$ cat config.mk
export PLATFORM = sky130hd
export DESIGN_NAME = sid_queue
export DESIGN_NICKNAME = d
export VERILOG_FILES = /design/src/segment_intersect_depth_assert.svh /design/src/sid_pkg.sv /design/src/sid_queue.sv
export SDC_FILE = /design/constraint.sdc
export NUM_CORES = 1
export LEC_CHECK = 0
export ABC_AREA = 1
export ABC_CLOCK_PERIOD_IN_PS = 4700
export BUFFER_PORTS_ARGS = -buffer_cell sky130_fd_sc_hd__buf_2
export CORE_MARGIN = 5
export CORE_UTILIZATION = 37
export DETAILED_ROUTE_END_ITERATION = 8
export HOLD_SLACK_MARGIN = 0.12
export PLACE_DENSITY = 0.6
export SLEW_MARGIN = 15
export SYNTH_ARGS = -nofsm -noshare
export SYNTH_HDL_FRONTEND = slang
export SYNTH_SLANG_ARGS = --single-unit
$ cat constraint.sdc
create_clock -name clk -period 4.7 [get_ports clk]
set_input_delay 0.705 -clock clk [delete_from_list [all_inputs] [get_ports clk]]
set_output_delay 0.705 -clock clk [all_outputs]
set_load 0.01 [all_outputs]
$ cat src/segment_intersect_depth_assert.svh
// assertion helpers for the segment intersection block
`ifndef SEGMENT_INTERSECT_DEPTH_ASSERT_SVH
`define SEGMENT_INTERSECT_DEPTH_ASSERT_SVH

// checked on every edge, reset masked
`define SID_ASSERT(label, prop, msg) \
	label: assert property (@(posedge clk) disable iff (!arst_n) prop) else $error(msg);

// checked on every edge, reset included
`define SID_ASSERT_ALWAYS(label, prop, msg) \
	label: assert property (@(posedge clk) prop) else $error(msg);

`endif

$ cat src/sid_pkg.sv
`default_nettype none
package sid_pkg;
	localparam int MID_DEPTH = 8;
	localparam int PTR_W     = 3;
	localparam int CNT_W     = 4;
	localparam int FLIGHT_W  = 3;

	localparam int DET_THR_W = 33;
	localparam int EXT_THR_W = 17;
	localparam int CFG_DATA_W = 33;

	localparam logic REG_DET_THR = 1'b0;
	localparam logic REG_EXT_THR = 1'b1;

	localparam logic [DET_THR_W-1:0] DET_THR_RST = 33'd4295;
	localparam logic [EXT_THR_W-1:0] EXT_THR_RST = 17'd1;

	typedef struct packed {
		logic             empty;
		logic [CNT_W-1:0] count;
	} sid_qstat_t;
endpackage
`default_nettype wire

$ cat src/sid_queue.sv
`default_nettype none
module sid_queue #(
	parameter int WIDTH = 8
) (
	input  wire logic               clk,
	input  wire logic               arst_n,
	input  wire logic               push,
	input  wire logic [WIDTH-1:0]   wdata,
	input  wire logic               pop,
	output logic [WIDTH-1:0]        rdata,
	output sid_pkg::sid_qstat_t     stat
);
	import sid_pkg::*;

	logic [WIDTH-1:0] mem_q [MID_DEPTH];
	logic [PTR_W-1:0] wr_ptr_q;
	logic [PTR_W-1:0] rd_ptr_q;
	logic [CNT_W-1:0] count_q;

	always_ff @(posedge clk) begin
		if (push) begin
			mem_q[wr_ptr_q] <= wdata;
		end
	end

	always_ff @(posedge clk or negedge arst_n) begin
		if (!arst_n) begin
			wr_ptr_q <= '0;
			rd_ptr_q <= '0;
			count_q  <= '0;
		end else begin
			if (push) wr_ptr_q <= wr_ptr_q + PTR_W'(1);
			if (pop) rd_ptr_q <= rd_ptr_q + PTR_W'(1);
			case ({push, pop})
				2'b10: count_q <= count_q + CNT_W'(1);
				2'b01: count_q <= count_q - CNT_W'(1);
				default: count_q <= count_q;
			endcase
		end
	end

	assign rdata      = mem_q[rd_ptr_q];
	assign stat.empty = (count_q == '0);
	assign stat.count = count_q;
endmodule
`default_nettype wire

==> results of run 1 <==
-- routing by layer --
layer	part of all wire [%]	wire (um)	vias to the layer above	GRT usage, %
li1	-	-	945	-
met1	45	2870	946	17.5
met2	49	3080	39	20.9
met3	3.5	224	12	2.42
met4	2.2	138	0	7.05
met5	0	0	-	0
-- worst reg2reg max path: cells and delay by family (launching register included) --
kind          cells  cell delay (ns)
simple gates      2             1.13
flops             1             0.41
-- flip-flops by register name, summed over array words and instances (netlist names) --
signal / cells
count_q: 4
mem_q: 64
rd_ptr_q: 3
wr_ptr_q: 3
-- where the power goes --
part | internal [W] | switching [W] | leakage, nW | total (W)
clock network | 0.000301 | 0.000236 | 0.105 | 0.000537
logic | 0.000242 | 0.000439 | 0.502 | 0.000681
registers | 0.000814 | 0.0000940 | 0.701 | 0.000908
-- final timing paths --
| path | startpoint | to | depth (start not counted) | slack, ns |
|---|---|---|---|---|
| hold / removal | arst_n | count_q[2] | 1 | 0.22 |
| max in group asynchronous | arst_n | wr_ptr_q[2] | 1 | 4.28 |
| setup reg to reg | wr_ptr_q[0] | mem_q[2][3] | 2 | 2.77 |
| hold reg to reg | wr_ptr_q[0] | wr_ptr_q[0] | 2 | 0.55 |
| setup / recovery | rd_ptr_q[0] | rdata[1] | 7 | 1.97 |
| min in group clk | wr_ptr_q[0] | wr_ptr_q[0] | 2 | 0.55 |
-- synth_stat cells, drive strengths merged --
library cell   n  area [um2]
edfxtp        64        1920
nand2         47         176
nor2          42         158
o21ai         36         180
o22ai         16         100
inv           13        48.8
dfrtp         10         250
buf            9        47.6
ha             5        62.6
xor2           4        35.0
nand3          3        15.0
xnor2          2        17.5
a21oi          1        5.00
nor4           1        6.26
or2            1        6.26
-- cells in the final DEF, fill, tap and decap left out --
master	n
nand2_1	47
or2_2	1
ha_1	5
clkinvlp_4	1
a21oi_1	1
o22ai_1	16
inv_6	2
o21ai_1	28
clkbuf_1	1
xnor2_1	2
clkbuf_8	9
nand3_1	3
o21ai_0	8
buf_2	24
nor2_1	42
clkinv_1	1
nor4_1	1
xor2_1	4
inv_1	11
buf_4	1
edfxtp_1	64
inv_2	2
bufinv_16	2
dfrtp_1	10
-- cells by family after synthesis --
family,Yosys count
AND/OR/NAND/NOR,94
flip-flops,74
AO/OA/AOI/OAI,53
buffers and inverters,22
XOR/XNOR,6
adder cells (fa/ha/maj),5
-- per-stage QoR --
stage,std cells,util [%]
6_report,391,42.7
5_1_grt,391,42.7
4_1_cts,391,42.7
3_5_place_dp,375,40.1
3_3_place_gp,375,40.1
2_1_floorplan,254,-
-- final cells by class --
class,instances,area share [%]
sequential,74,62.8
multi-input combinational,158,22.0
tap,105,3.80
clock buffer,10,3.69
timing repair buffer,25,3.69
clock inverter,6,2.57
inverter,13,1.41
==> results.cfg, run 1 <==
[pwr]
p_per_area_nw_per_um2 = 615
p_total_w = 0.00213
p_leak_nw = 1.31
irDropWorstVdd_v = 0.000183

[grt]
grt_pass1_wl_mm = 9.89
grt_usage_pct = 13.3
grt_pass1_vias = 1861
grt_max_degree = 36
grt_overflow_total = 0
antenna_found_initial = 0

[timing]
finalSetupTns_ns = 0
rsz0062_at_grt = false
hold-worst-slack_ns = 0.217
finalWorstSetupSlack_ns = 1.97
setup_viol = 0
skew_ns = 0.00532
fmax_ghz = 0.366
worst_pin_slew_ns = 1.03
fin_crit_ns = 2.73
slew_headroom_pct = 31.3
min_period_over_period_pct = 58.2
hold_viol_final = 0
slew_violations = 0

[cells_and_area]
drive_gt1_share_pct = 14.7
multiInputGateArea_um2 = 762
syn_to_final_growth_pct = 14.1
final_cell_area_um2 = 3460
seq_area_um2 = 2170
nets = 298
num_antenna_cells = 0
fillers = 799

[synth]
yosys_warnings = 0
synth_cell_types = 18
yosys.area_share.simple_pct = 11.9
syn_area_per_cell_um2 = 11.9
ys_ff_latch = 74
synthAdderAreaFrac_pct = 2.06
netlist_instances = 254
synth_xor_area_share_pct = 1.73
synth_top_family_by_area = simple AND/OR/NAND/NOR gates
synthMuxAreaShare_pct = 0
synth_compound_area_share_pct = 9.41
ys_seq_area_share_pct = 71.7
syn_nets = 271
netlist_area_um2 = 3030

[cts]
cts_max_level = 3
cts_resized = 0
numClockSinks = 74
cts_setup_buffers = 0
cts_buffers = 9
cts_tree = yes
clk_path_buf_depth = 2
cts_hold_buf = 0
root_buffer = clkbuf_8
clock_latency_ns = 0.34
cts.clk_slew.worst_paths_ns = 0.08

[floorplanning]
die_x_um = 101
die_h_um = 101
initial_core_util_pct = 37.4
die_area_um2 = 10100
ioPinCount = 25
core_area_um2 = 8090
row_count = 33

[setup_path]
crit_top_cell = nand2_1
critPathMaxFanout = 35
startpoint_type = register
cp.required_ns = 3.99
path_delay_family = buffers and inverters
crit_path_cell_trace = buf_4, inv_2, nor2_1, o22ai_1, nand2_1, nand2_1, buf_2
cp_slowest_cell = inv_2
crit_arrival_ns = 2.03
criticalPathCategory = register to output pin
cpPeakStageDelay_ns = 0.47
path_buf_inv = 3
cp-end-kind = output pin

[detailed_routing]
wire_per_inst_um = 16.2
firstDrtPassIters = 4
dr_total_vias = 1942
drtIter0Drc = 126
wirelength_mm = 6.32
ant_nets = 0
drc = 0
viasPerCell = 4.97

[placed_design]
place_hpwl_mm = 3.78
placed_cell_area_um2 = 3240
pre_cts_ws_ns = 2.26
numPortBuffers = 24
place.gp.congestion = 0.785

[run_status]
status = complete, no violations

[hold_path]
hp-class = input pin to asynchronous set/reset pin

[job]
cap_viol_max_count = 0
(Power assumes the default switching activity.)
==> run 2, diff against run 1 <==
--- a/config.mk
+++ b/config.mk
@@ -6,7 +6,7 @@
 export NUM_CORES = 1
 export LEC_CHECK = 0
 export ABC_AREA = 1
-export ABC_CLOCK_PERIOD_IN_PS = 4700
+export ABC_CLOCK_PERIOD_IN_PS = 2800
 export BUFFER_PORTS_ARGS = -buffer_cell sky130_fd_sc_hd__buf_2
 export CORE_MARGIN = 5
 export CORE_UTILIZATION = 37
==> constraint.sdc (replaced) <==
create_clock -name clk -period 2.8 [get_ports clk]
set_input_delay 0.42 -clock clk [delete_from_list [all_inputs] [get_ports clk]]
set_output_delay 0.42 -clock clk [all_outputs]
set_load 0.01 [all_outputs]
==> results.cfg, run 2 (synthesis results as in run 1) <==
[floorplanning]
die_x_um = 101
die_h_um = 101
initial_core_util_pct = 37.4
row_count = 33
ioPinCount = 25
die_area_um2 = 10100
core_area_um2 = 8090

[cells_and_area]
largest_register_ff_count = 64
drive_gt1_share_pct = 16.4
fillers = 786
top_register = mem_q
mostFrequentLayoutCell = edfxtp_1
final_cell_mix = 64 x edfxtp_1, 47 x nand2_1, 42 x nor2_1
nets = 304
largestRegisters = mem_q (64), count_q (4)
syn_to_final_growth_pct = 15.7
fin_cells = 397
num_antenna_cells = 0

[detailed_routing]
firstDrtPassIters = 4
wire_per_inst_um = 15.5
wirelength_mm = 6.15
dr_total_vias = 1952
drtIter0Drc = 103
ant_nets = 0
drc = 0
viasPerCell = 4.92

[setup_path]
path_buf_inv = 2
cp_slowest_cell = dfrtp_1
path_delay_family = flip-flops
startpoint_type = register
cp.required_ns = 2.38
crit_path_cell_trace = inv_2, o21ai_1, o22ai_1, nand2_1, nand2_1, buf_2
crit_top_cell = nand2_1
r2r-start = wr_ptr_q[0]
cpPeakStageDelay_ns = 0.73
cp-end-kind = output pin
cp.depth = 6
crit_arrival_ns = 1.93
critPathMaxFanout = 18
criticalPathCategory = register to output pin
reg2regPathDepth = 2
critPathLaunch = rd_ptr_q[1]

[cts]
cts_max_level = 3
cts_setup_buffers = 0
root_buffer = clkbuf_8
cts_tree = yes
numClockSinks = 74
clk_path_buf_depth = 2
clock_latency_ns = 0.34
cts_buffers = 9
cts.clk_slew.worst_paths_ns = 0.08

[timing]
slew_violations = 0
slew_headroom_pct = 40.3
finalWorstSetupSlack_ns = 0.448
fmax_ghz = 0.425
hold-worst-slack_ns = 0.334
fin_crit_ns = 2.35
min_period_over_period_pct = 84.0
finalSetupTns_ns = 0
setup_viol = 0
rsz0062_at_grt = false
skew_ns = 0.00788
worst_pin_slew_ns = 0.892
hold_viol_final = 0

[hold_path]
min-delay-start = push
worstHoldPathCells = 2
hp-class = input pin to register

[placed_design]
pre_cts_ws_ns = 0.731
place_hpwl_mm = 3.89
numPortBuffers = 24
dp.cells = 380
place.gp.congestion = 0.766

[run_status]
status = complete, no violations

[pwr]
irDropWorstVdd_v = 0.000283
p_leak_nw = 1.34
p_total_w = 0.00358
p_per_area_nw_per_um2 = 1020

[grt]
grt_overflow_total = 0
grt_pass1_vias = 1941
antenna_found_initial = 0
grt_max_degree = 35
grt_usage_pct = 13.0
grt_pass1_wl_mm = 9.85

[job]
cap_viol_max_count = 0
## run 2: changes by cell type in the layout (fill, tap and decap cells not counted)
cell,delta
inv_6,-2
clkinv_2,+1
dlygate4sd3_1,+1
clkinv_4,+2
clkbuf_1,-1
buf_4,+5
## run 2: worst register-to-register path, cell delays in order (launching register included)
cell	delay [ns]
dfrtp_1	0.42
or2_2	0.35
nor2_1	0.69
## run 2: stage by stage
stage / utilization (%) / instance area, um2
detailed placement: 40.5 / 3280
CTS: 43.3 / 3510
global route: 43.3 / 3510
floorplan: - / 3030
global placement: 40.5 / 3280
finish: 43.3 / 3510
## run 2: report_power, final
group | leakage (nW) | switching (W) | total, W | internal [W]
clock | 0.107 | 0.000396 | 0.000895 | 0.000500
combinational | 0.532 | 0.000762 | 0.00119 | 0.000428
sequential | 0.701 | 0.000123 | 0.00149 | 0.00137
total | 1.34 | 0.00128 | 0.00358 | 0.00229
## run 2: routing by layer
metal / wire length [um] / share of wire, % / up-vias / global-route usage, %
li1: - / - / 959 / -
met1: 2850 / 46 / 945 / 16.9
met2: 2910 / 47 / 39 / 19.9
met3: 243 / 4.0 / 9 / 3.11
met4: 148 / 2.4 / 0 / 7.56
met5: 0 / 0 / - / 0
## run 2: worst paths after layout
| kind | slack [ns] | end |
|---|---|---|
| max in group asynchronous | 2.13 | rd_ptr_q[2] |
| worst max-delay path | 0.45 | rdata[2] |
| worst min register to register | 0.55 | wr_ptr_q[2] |
| min in group asynchronous | 0.47 | count_q[0] |
| worst min-delay path | 0.33 | wr_ptr_q[1] |
| worst max register to register | 0.96 | mem_q[4][7] |
## run 2: timing repair
item | CTS | global route
hold buffers | 1 | 0
gates resized for setup | 0 | 0
hold endpoints to repair | 10 | 0
## run 2: cell type report
| class | instances | area, um2 | share of cell area [%] |
|---|---|---|---|
| Clock buffer | 9 | 124 | 3.53 |
| Inverter | 13 | 48.8 | 1.39 |
| Clock inverter | 7 | 93.8 | 2.68 |
| Multi-Input combinational cell | 158 | 762 | 21.7 |
| Tap cell | 105 | 131 | 3.75 |
| Timing Repair Buffer | 31 | 175 | 4.99 |
| Sequential cell | 74 | 2170 | 61.9 |
