**config.mk**
```make
export PLATFORM = sky130hd
export DESIGN_NAME = sid_front
export DESIGN_NICKNAME = d
export VERILOG_FILES = /design/src/segment_intersect_depth_assert.svh /design/src/sid_pkg.sv /design/src/sid_front.sv
export SDC_FILE = /design/constraint.sdc
export NUM_CORES = 1
export LEC_CHECK = 0
export ABC_AREA = 1
export BUFFER_PORTS_ARGS = -buffer_cell sky130_fd_sc_hd__clkbuf_2
export CELL_PAD_IN_SITES_DETAIL_PLACEMENT = 1
export CELL_PAD_IN_SITES_GLOBAL_PLACEMENT = 2
export CORE_AREA = 2 2 175 177
export DETAILED_ROUTE_END_ITERATION = 8
export DIE_AREA = 0 0 177 179
export GPL_TIMING_DRIVEN = 0
export PLACE_DENSITY_LB_ADDON = 0.1
export SYNTH_ARGS = -nofsm -noshare
export SYNTH_HDL_FRONTEND = slang
export SYNTH_SLANG_ARGS = --single-unit
```
**constraint.sdc**
```tcl
create_clock -name clk -period 1.9 [get_ports clk]
set_input_delay 0.475 -clock clk [delete_from_list [all_inputs] [get_ports clk]]
set_output_delay 0.475 -clock clk [all_outputs]
set_load 0.05 [all_outputs]
```
**src/segment_intersect_depth_assert.svh**
```systemverilog
// assertion helpers for the segment intersection block
`ifndef SEGMENT_INTERSECT_DEPTH_ASSERT_SVH
`define SEGMENT_INTERSECT_DEPTH_ASSERT_SVH

// checked on every edge, reset masked
`define SID_ASSERT(label, prop, msg) \
	label: assert property (@(posedge clk) disable iff (!arst_n) prop) else $error(msg);

// checked on every edge, reset included
`define SID_ASSERT_ALWAYS(label, prop, msg) \
	label: assert property (@(posedge clk) prop) else $error(msg);

`endif

```
**src/sid_pkg.sv**
```systemverilog
`default_nettype none
package sid_pkg;
	localparam int MID_DEPTH = 8;
	localparam int PTR_W     = 3;
	localparam int CNT_W     = 4;
	localparam int FLIGHT_W  = 3;

	localparam int DET_THR_W = 33;
	localparam int EXT_THR_W = 17;
	localparam int CFG_DATA_W = 33;

	localparam logic REG_DET_THR = 1'b0;
	localparam logic REG_EXT_THR = 1'b1;

	localparam logic [DET_THR_W-1:0] DET_THR_RST = 33'd4295;
	localparam logic [EXT_THR_W-1:0] EXT_THR_RST = 17'd1;

	typedef struct packed {
		logic             empty;
		logic [CNT_W-1:0] count;
	} sid_qstat_t;
endpackage
`default_nettype wire

```
**src/sid_front.sv**
```systemverilog
`default_nettype none
module sid_front #(
	parameter int COORD_WIDTH = 32,
	parameter int FRAC_BITS   = 16,
	parameter int ITEM_W      = 8
) (
	input  wire logic                          clk,
	input  wire logic                          arst_n,
	input  wire logic                          in_valid,
	input  wire logic signed [COORD_WIDTH-1:0] a_x,
	input  wire logic signed [COORD_WIDTH-1:0] a_y,
	input  wire logic signed [COORD_WIDTH-1:0] a_z,
	input  wire logic signed [COORD_WIDTH-1:0] b_x,
	input  wire logic signed [COORD_WIDTH-1:0] b_y,
	input  wire logic signed [COORD_WIDTH-1:0] b_z,
	input  wire logic signed [COORD_WIDTH-1:0] c_x,
	input  wire logic signed [COORD_WIDTH-1:0] c_y,
	input  wire logic signed [COORD_WIDTH-1:0] c_z,
	input  wire logic signed [COORD_WIDTH-1:0] d_x,
	input  wire logic signed [COORD_WIDTH-1:0] d_y,
	input  wire logic signed [COORD_WIDTH-1:0] d_z,
	input  wire logic [sid_pkg::DET_THR_W-1:0] det_thr,
	input  wire logic [sid_pkg::EXT_THR_W-1:0] ext_thr,
	output logic                               out_valid,
	output logic [ITEM_W-1:0]                  out_data,
	output logic [sid_pkg::FLIGHT_W-1:0]       inflight
);
	import sid_pkg::*;

	localparam int C   = COORD_WIDTH;
	localparam int C1  = C + 1;
	localparam int PW  = 2 * C + 2;
	localparam int M   = 2 * C + 3;
	localparam int TW  = M + 32 + 2 * FRAC_BITS + DET_THR_W;
	localparam int DEG_L = (FRAC_BITS < 16) ? 16 - FRAC_BITS : 0;
	localparam int DEG_R = (FRAC_BITS >= 16) ? FRAC_BITS - 16 : 0;
	localparam int DW  = C1 + EXT_THR_W + 16 + 8;

	// stage 1: differences
	logic v_s1, v_s2, v_s3, v_s4, v_s5;
	logic signed [C1-1:0] rx_s1, ry_s1, sx_s1, sy_s1, ex_s1, ey_s1, dzab_s1, dzcd_s1;
	logic signed [C-1:0]  az_s1, cz_s1;

	always_ff @(posedge clk) begin
		rx_s1   <= C1'(b_x) - C1'(a_x);
		ry_s1   <= C1'(b_y) - C1'(a_y);
		sx_s1   <= C1'(d_x) - C1'(c_x);
		sy_s1   <= C1'(d_y) - C1'(c_y);
		ex_s1   <= C1'(c_x) - C1'(a_x);
		ey_s1   <= C1'(c_y) - C1'(a_y);
		dzab_s1 <= C1'(b_z) - C1'(a_z);
		dzcd_s1 <= C1'(d_z) - C1'(c_z);
		az_s1   <= a_z;
		cz_s1   <= c_z;
	end

	// stage 2: products, extents
	logic [C1-1:0] arx, ary, asx, asy, e_ab, e_cd;
	logic signed [PW-1:0] p_rs_s2, p_ss_s2, p_es1_s2, p_es2_s2, p_er1_s2, p_er2_s2;
	logic deg_ab_s2, deg_cd_s2, dzab_neg_s2, dzcd_neg_s2;
	logic [C1-1:0] dzab_mag_s2, dzcd_mag_s2;
	logic signed [C-1:0] az_s2, cz_s2;

	always_comb begin
		arx  = rx_s1[C1-1] ? C1'(-rx_s1) : C1'(rx_s1);
		ary  = ry_s1[C1-1] ? C1'(-ry_s1) : C1'(ry_s1);
		asx  = sx_s1[C1-1] ? C1'(-sx_s1) : C1'(sx_s1);
		asy  = sy_s1[C1-1] ? C1'(-sy_s1) : C1'(sy_s1);
		e_ab = (arx > ary) ? arx : ary;
		e_cd = (asx > asy) ? asx : asy;
	end

	always_ff @(posedge clk) begin
		p_rs_s2  <= rx_s1 * sy_s1;
		p_ss_s2  <= ry_s1 * sx_s1;
		p_es1_s2 <= ex_s1 * sy_s1;
		p_es2_s2 <= ey_s1 * sx_s1;
		p_er1_s2 <= ex_s1 * ry_s1;
		p_er2_s2 <= ey_s1 * rx_s1;
		deg_ab_s2 <= (DW'(e_ab) << DEG_L) < (DW'(ext_thr) << DEG_R);
		deg_cd_s2 <= (DW'(e_cd) << DEG_L) < (DW'(ext_thr) << DEG_R);
		dzab_neg_s2 <= dzab_s1[C1-1];
		dzcd_neg_s2 <= dzcd_s1[C1-1];
		dzab_mag_s2 <= dzab_s1[C1-1] ? C1'(-dzab_s1) : C1'(dzab_s1);
		dzcd_mag_s2 <= dzcd_s1[C1-1] ? C1'(-dzcd_s1) : C1'(dzcd_s1);
		az_s2 <= az_s1;
		cz_s2 <= cz_s1;
	end

	// stage 3: cross products
	logic signed [M-1:0] det_s3, tn_s3, un_s3;
	logic deg_ab_s3, deg_cd_s3, dzab_neg_s3, dzcd_neg_s3;
	logic [C1-1:0] dzab_mag_s3, dzcd_mag_s3;
	logic signed [C-1:0] az_s3, cz_s3;

	always_ff @(posedge clk) begin
		det_s3 <= M'(p_rs_s2) - M'(p_ss_s2);
		tn_s3  <= M'(p_es1_s2) - M'(p_es2_s2);
		un_s3  <= M'(p_er1_s2) - M'(p_er2_s2);
		deg_ab_s3 <= deg_ab_s2;
		deg_cd_s3 <= deg_cd_s2;
		dzab_neg_s3 <= dzab_neg_s2;
		dzcd_neg_s3 <= dzcd_neg_s2;
		dzab_mag_s3 <= dzab_mag_s2;
		dzcd_mag_s3 <= dzcd_mag_s2;
		az_s3 <= az_s2;
		cz_s3 <= cz_s2;
	end

	// stage 4: magnitudes
	logic [M-1:0] det_mag_s4, tn_mag_s4, un_mag_s4;
	logic det_neg_s4, tn_neg_s4, un_neg_s4;
	logic deg_ab_s4, deg_cd_s4, dzab_neg_s4, dzcd_neg_s4;
	logic [C1-1:0] dzab_mag_s4, dzcd_mag_s4;
	logic signed [C-1:0] az_s4, cz_s4;

	always_ff @(posedge clk) begin
		det_mag_s4 <= det_s3[M-1] ? M'(-det_s3) : M'(det_s3);
		tn_mag_s4  <= tn_s3[M-1] ? M'(-tn_s3) : M'(tn_s3);
		un_mag_s4  <= un_s3[M-1] ? M'(-un_s3) : M'(un_s3);
		det_neg_s4 <= det_s3[M-1];
		tn_neg_s4  <= tn_s3[M-1];
		un_neg_s4  <= un_s3[M-1];
		deg_ab_s4 <= deg_ab_s3;
		deg_cd_s4 <= deg_cd_s3;
		dzab_neg_s4 <= dzab_neg_s3;
		dzcd_neg_s4 <= dzcd_neg_s3;
		dzab_mag_s4 <= dzab_mag_s3;
		dzcd_mag_s4 <= dzcd_mag_s3;
		az_s4 <= az_s3;
		cz_s4 <= cz_s3;
	end

	// stage 5: classify
	logic det_zero, thr_low, t_in, u_in;
	logic hit_s5, deg_ab_s5, deg_cd_s5, neg_ab_s5, neg_cd_s5;
	logic [M-1:0] det_mag_s5, tn_mag_s5, un_mag_s5;
	logic [C1-1:0] dzab_mag_s5, dzcd_mag_s5;
	logic signed [C-1:0] az_s5, cz_s5;

	always_comb begin
		det_zero = (det_mag_s4 == '0);
		thr_low  = (TW'(det_mag_s4) << 32) < (TW'(det_thr) << (2 * FRAC_BITS));
		t_in = (tn_mag_s4 == '0) || ((tn_neg_s4 == det_neg_s4) && (tn_mag_s4 <= det_mag_s4));
		u_in = (un_mag_s4 == '0) || ((un_neg_s4 == det_neg_s4) && (un_mag_s4 <= det_mag_s4));
	end

	always_ff @(posedge clk) begin
		hit_s5 <= !det_zero && !thr_low && t_in && u_in;
		deg_ab_s5 <= deg_ab_s4;
		deg_cd_s5 <= deg_cd_s4;
		neg_ab_s5 <= tn_neg_s4 ^ dzab_neg_s4 ^ det_neg_s4;
		neg_cd_s5 <= un_neg_s4 ^ dzcd_neg_s4 ^ det_neg_s4;
		det_mag_s5 <= det_mag_s4;
		tn_mag_s5  <= tn_mag_s4;
		un_mag_s5  <= un_mag_s4;
		dzab_mag_s5 <= dzab_mag_s4;
		dzcd_mag_s5 <= dzcd_mag_s4;
		az_s5 <= az_s4;
		cz_s5 <= cz_s4;
	end

	always_ff @(posedge clk or negedge arst_n) begin
		if (!arst_n) begin
			v_s1 <= 1'b0;
			v_s2 <= 1'b0;
			v_s3 <= 1'b0;
			v_s4 <= 1'b0;
			v_s5 <= 1'b0;
		end else begin
			v_s1 <= in_valid;
			v_s2 <= v_s1;
			v_s3 <= v_s2;
			v_s4 <= v_s3;
			v_s5 <= v_s4;
		end
	end

	assign out_valid = v_s5;
	assign out_data  = {hit_s5, deg_ab_s5, deg_cd_s5, neg_ab_s5, neg_cd_s5,
		det_mag_s5, tn_mag_s5, un_mag_s5, az_s5, dzab_mag_s5, cz_s5, dzcd_mag_s5};
	assign inflight  = FLIGHT_W'($countones({v_s1, v_s2, v_s3, v_s4, v_s5}));
endmodule
`default_nettype wire

```
==> metrics.log <==
INFO  metric status = finished, violations left
INFO  metric violations_in_the_final_reports = setup timing
INFO  metric overflow = 0
INFO  metric syn_avg_cell_area = 8.606 um^2
INFO  metric timing.max_slew.rel_slack = 78.08%
INFO  metric hold_class = in2reg
INFO  metric post_route_cells_drive_above_1_share = 28.36%
INFO  metric grt_start_max_net_pins = 16
INFO  metric drc_errors = 0
INFO  metric p_per_cell_area = 962.5 nW/um^2
INFO  metric worst_slew_pin_slew = 0.3263 ns
INFO  metric met3_routed_wirelength = 1055 um
INFO  metric viasPerCell = 2.422
INFO  metric p_leak = 1.679 nW
INFO  metric setup_viol_count_final = 3
INFO  metric vdd_ir_drop_max = 254.9 uV
INFO  metric placed_cells = 729
INFO  metric post_synth_num_cell_types = 22
INFO  metric worst_hold_startpoint = in_valid
INFO  metric fin_crit_sh = 129.3%
INFO  metric rsz0062_at_grt = true
INFO  metric cp_data_arrival_time = 1.98 ns
INFO  metric syn-cell-area = 2195 um^2
INFO  metric first_global_vias = 2023
INFO  metric path_clk_slew = 0.06 ns
INFO  metric crit_path_cell_trace = fa_1, fa_2, ha_4, clkbuf_16
INFO  metric cts_root_buffer = sky130_fd_sc_hd__clkbuf_16
INFO  metric ctsHtreeMaxLevel = 2
INFO  metric synth_seq_area_share = 43.10%
INFO  metric rr_startpoint = dzcd_s1[0]
INFO  metric drv_cap = 0
INFO  metric timing.final.ws_setup = -0.5563 ns
INFO  metric start_util = 7.308%
INFO  metric worst_setup_path_startpoint = v_s3
INFO  metric numCtsBuffers = 5
INFO  metric timing.final.crit_period = 2.456 ns
INFO  metric wl_met2 = 2681 um
INFO  metric startpoint_type = register
INFO  metric maxSlewViolCount = 0
INFO  metric critical-path-slowest-cell = sky130_fd_sc_hd__fa_1
INFO  metric crit_type = reg2out
INFO  metric wl_met1 = 2877 um
INFO  metric antenna_found_initial = 7
INFO  metric coreArea = 30030 um^2
INFO  metric drt_wl_total = 6825 um
INFO  metric highest_layer = met5
INFO  metric final_net_count = 815
INFO  metric layout.cells.non_filler = 739
INFO  metric numClockSinks = 46
INFO  metric drt_first_iter_violations = 18
INFO  metric number_of_buffers_on_the_longest_clock_path = 2
INFO  metric fp.dieW = 177 um
INFO  metric setup_skew = 0.004715 ns
INFO  metric average_routed_wire_per_standard_cell = 9.235 um
INFO  metric place_congestion = 0.6445
INFO  metric clk-insertion-delay-late = 0.29 ns
INFO  metric cts_setup_buffers = 0
INFO  metric design.die.area = 31680 um^2
INFO  metric report.final.hold_viol_count = 0
INFO  metric critical_path_peak_fanout = 2
INFO  metric die_y = 179 um
INFO  metric overall_power_of_the_completed_layout = 3.196 mW
INFO  metric postSynthNetCount = 729
INFO  metric via_count = 1790
INFO  metric antenna_left = 0
INFO  metric track_usage = 4.675%
INFO  metric yosys_warnings = 0
INFO  metric cp_data_required_time = 1.42 ns
INFO  metric synthCells = 255
INFO  metric worst_path_largest_cell_delay = 0.49 ns
INFO  metric io_buffers = 78
INFO  metric hpwlAfterDp = 6134 um
INFO  metric drt_first_pass_iters = 2
INFO  metric area.growth.synth_to_final = 51.31%
INFO  metric num_rows = 64
INFO  metric critPathCaptureType = output port
INFO  metric max_freq = 407.1 MHz
INFO  metric wire_length_of_the_first_global_routing_pass = 10730 um
INFO  metric num_io_pins = 449
INFO  metric cts_tree = done
INFO  metric postSynthRegisterBits = 46
[cell type report]
type / instances / area (um^2)
Antenna cell: 1 / 2.502
Clock buffer: 5 / 125.1
Clock inverter: 3 / 43.79
Fill cell: 3573 / 26710
Inverter: 56 / 210.2
Multi-Input combinational cell: 153 / 1056
Sequential cell: 46 / 947.2
Tap cell: 396 / 495.5
Timing Repair Buffer: 79 / 440.4
[flip-flops by register name (all words and copies together), names as in the netlist]
| name | flops |
|---|---|
| dzcd_s1 | 9 |
| dzcd_mag_s2 | 8 |
| dzcd_mag_s3 | 8 |
| dzcd_mag_s4 | 8 |
| dzcd_mag_s5 | 8 |
| out_valid | 1 |
| v_s1 | 1 |
| v_s2 | 1 |
| v_s3 | 1 |
| v_s4 | 1 |
[synth_stat cells]
| library cell | n | area, um^2 |
|---|---|---|
| sky130_fd_sc_hd__ha_1 | 34 | 425.4 |
| sky130_fd_sc_hd__dfxtp_1 | 41 | 820.8 |
| sky130_fd_sc_hd__nor2_2 | 2 | 12.51 |
| sky130_fd_sc_hd__a21oi_1 | 11 | 55.05 |
| sky130_fd_sc_hd__xnor2_1 | 5 | 43.79 |
| sky130_fd_sc_hd__xor2_1 | 6 | 52.55 |
| sky130_fd_sc_hd__nand2_2 | 2 | 12.51 |
| sky130_fd_sc_hd__o31ai_1 | 1 | 7.510 |
| sky130_fd_sc_hd__nand3_1 | 7 | 35.03 |
| sky130_fd_sc_hd__or2_1 | 1 | 6.260 |
| sky130_fd_sc_hd__o21ai_0 | 1 | 5.000 |
| sky130_fd_sc_hd__fa_1 | 3 | 60.06 |
| sky130_fd_sc_hd__a31oi_1 | 1 | 6.260 |
| sky130_fd_sc_hd__nand2_1 | 57 | 214.0 |
| sky130_fd_sc_hd__a21o_2 | 1 | 8.760 |
| sky130_fd_sc_hd__nor3_1 | 1 | 5.000 |
| sky130_fd_sc_hd__o21ai_2 | 1 | 8.760 |
| sky130_fd_sc_hd__inv_1 | 56 | 210.2 |
| sky130_fd_sc_hd__a21o_1 | 1 | 7.510 |
| sky130_fd_sc_hd__nor2_1 | 17 | 63.81 |
| sky130_fd_sc_hd__and2_4 | 1 | 8.760 |
| sky130_fd_sc_hd__dfrtp_1 | 5 | 125.1 |
[through the flow]
step / TNS (ns) / setup slack (ns) / area [um^2] / hold WS [ns] / utilization (%)
2_1_floorplan: -0.6911 / -0.2812 / 2211 / 0.1794 / -
3_3_place_gp: -1.080 / -0.3504 / 3097 / 0.2989 / 10.31
3_5_place_dp: -1.068 / -0.3495 / 3097 / 0.2997 / 10.31
4_1_cts: -1.580 / -0.5854 / 3313 / 0.2832 / 11.03
5_1_grt: -1.730 / -0.6502 / 3318 / 0.2798 / 11.05
6_report: -1.459 / -0.5563 / 3321 / 0.2951 / 11.06
[placed cells by master, fill, tap and decap left out, types with 2 or more instances in the layout]
master	n
sky130_fd_sc_hd__nand2_1	57
sky130_fd_sc_hd__fa_2	2
sky130_fd_sc_hd__nand2_2	2
sky130_fd_sc_hd__buf_8	2
sky130_fd_sc_hd__xor2_1	6
sky130_fd_sc_hd__dfxtp_1	41
sky130_fd_sc_hd__clkbuf_16	6
sky130_fd_sc_hd__xnor2_1	5
sky130_fd_sc_hd__inv_1	56
sky130_fd_sc_hd__nor2_1	17
sky130_fd_sc_hd__a21oi_1	11
sky130_fd_sc_hd__nor2_2	2
sky130_fd_sc_hd__nand3_1	7
sky130_fd_sc_hd__clkbuf_2	75
sky130_fd_sc_hd__ha_1	33
sky130_fd_sc_hd__dfrtp_1	4
[cells by family after synthesis]
group / synth area share [%]
DFF: 43.10
AOI/OAI and AO/OA: 4.504
buffers and inverters: 9.578
adders and majority gates: 22.12
xor gates and xnor gates: 4.390
and+or+nand+nor: 16.31
[metal layers]
metal | vias up | global-route usage [%]
met5 | - | 0
met4 | 12 | 1.860
met3 | 18 | 3.668
met2 | 58 | 6.388
met1 | 756 | 5.352
li1 | 946 | -
[where the power goes]
part           switching (mW)  internal (mW)  leakage (nW)
Clock                   0.385          0.623        0.0842
Sequential              0.113           1.26         0.403
Combinational           0.532          0.285          1.19
Total                    1.03           2.17          1.68
[worst max-delay path, delay by kind of cell, from the launching register on]
family,cells,cell delay [ns]
buffers and inverters,1,0.15
flip-flops,1,0.40
adder cells (fa/ha/maj),3,1.14
[repair_timing]
| item | CTS | global route |
|---|---|---|
| pin swaps | 0 | 0 |
| endpoints found under the setup margin | 3 | 4 |
| hold buffers | 1 | 0 |
| hold endpoints to repair | 5 | 0 |
| gates resized for setup | 7 | 3 |
| gates cloned | 0 | 0 |
[final timing paths]
check                            endpoint  slack [ns]  depth (start not counted)
max in group asynchronous       out_valid        1.21                          2
hold / removal                       v_s1        0.30                          1
min in group asynchronous            v_s3        0.54                          2
hold reg to reg            dzcd_mag_s5[0]        0.33                          0
setup reg to reg           dzcd_mag_s2[6]        0.66                          7
setup / recovery              inflight[1]       -0.56                          4
No activity file was read; power rests on OpenSTA's default activity.
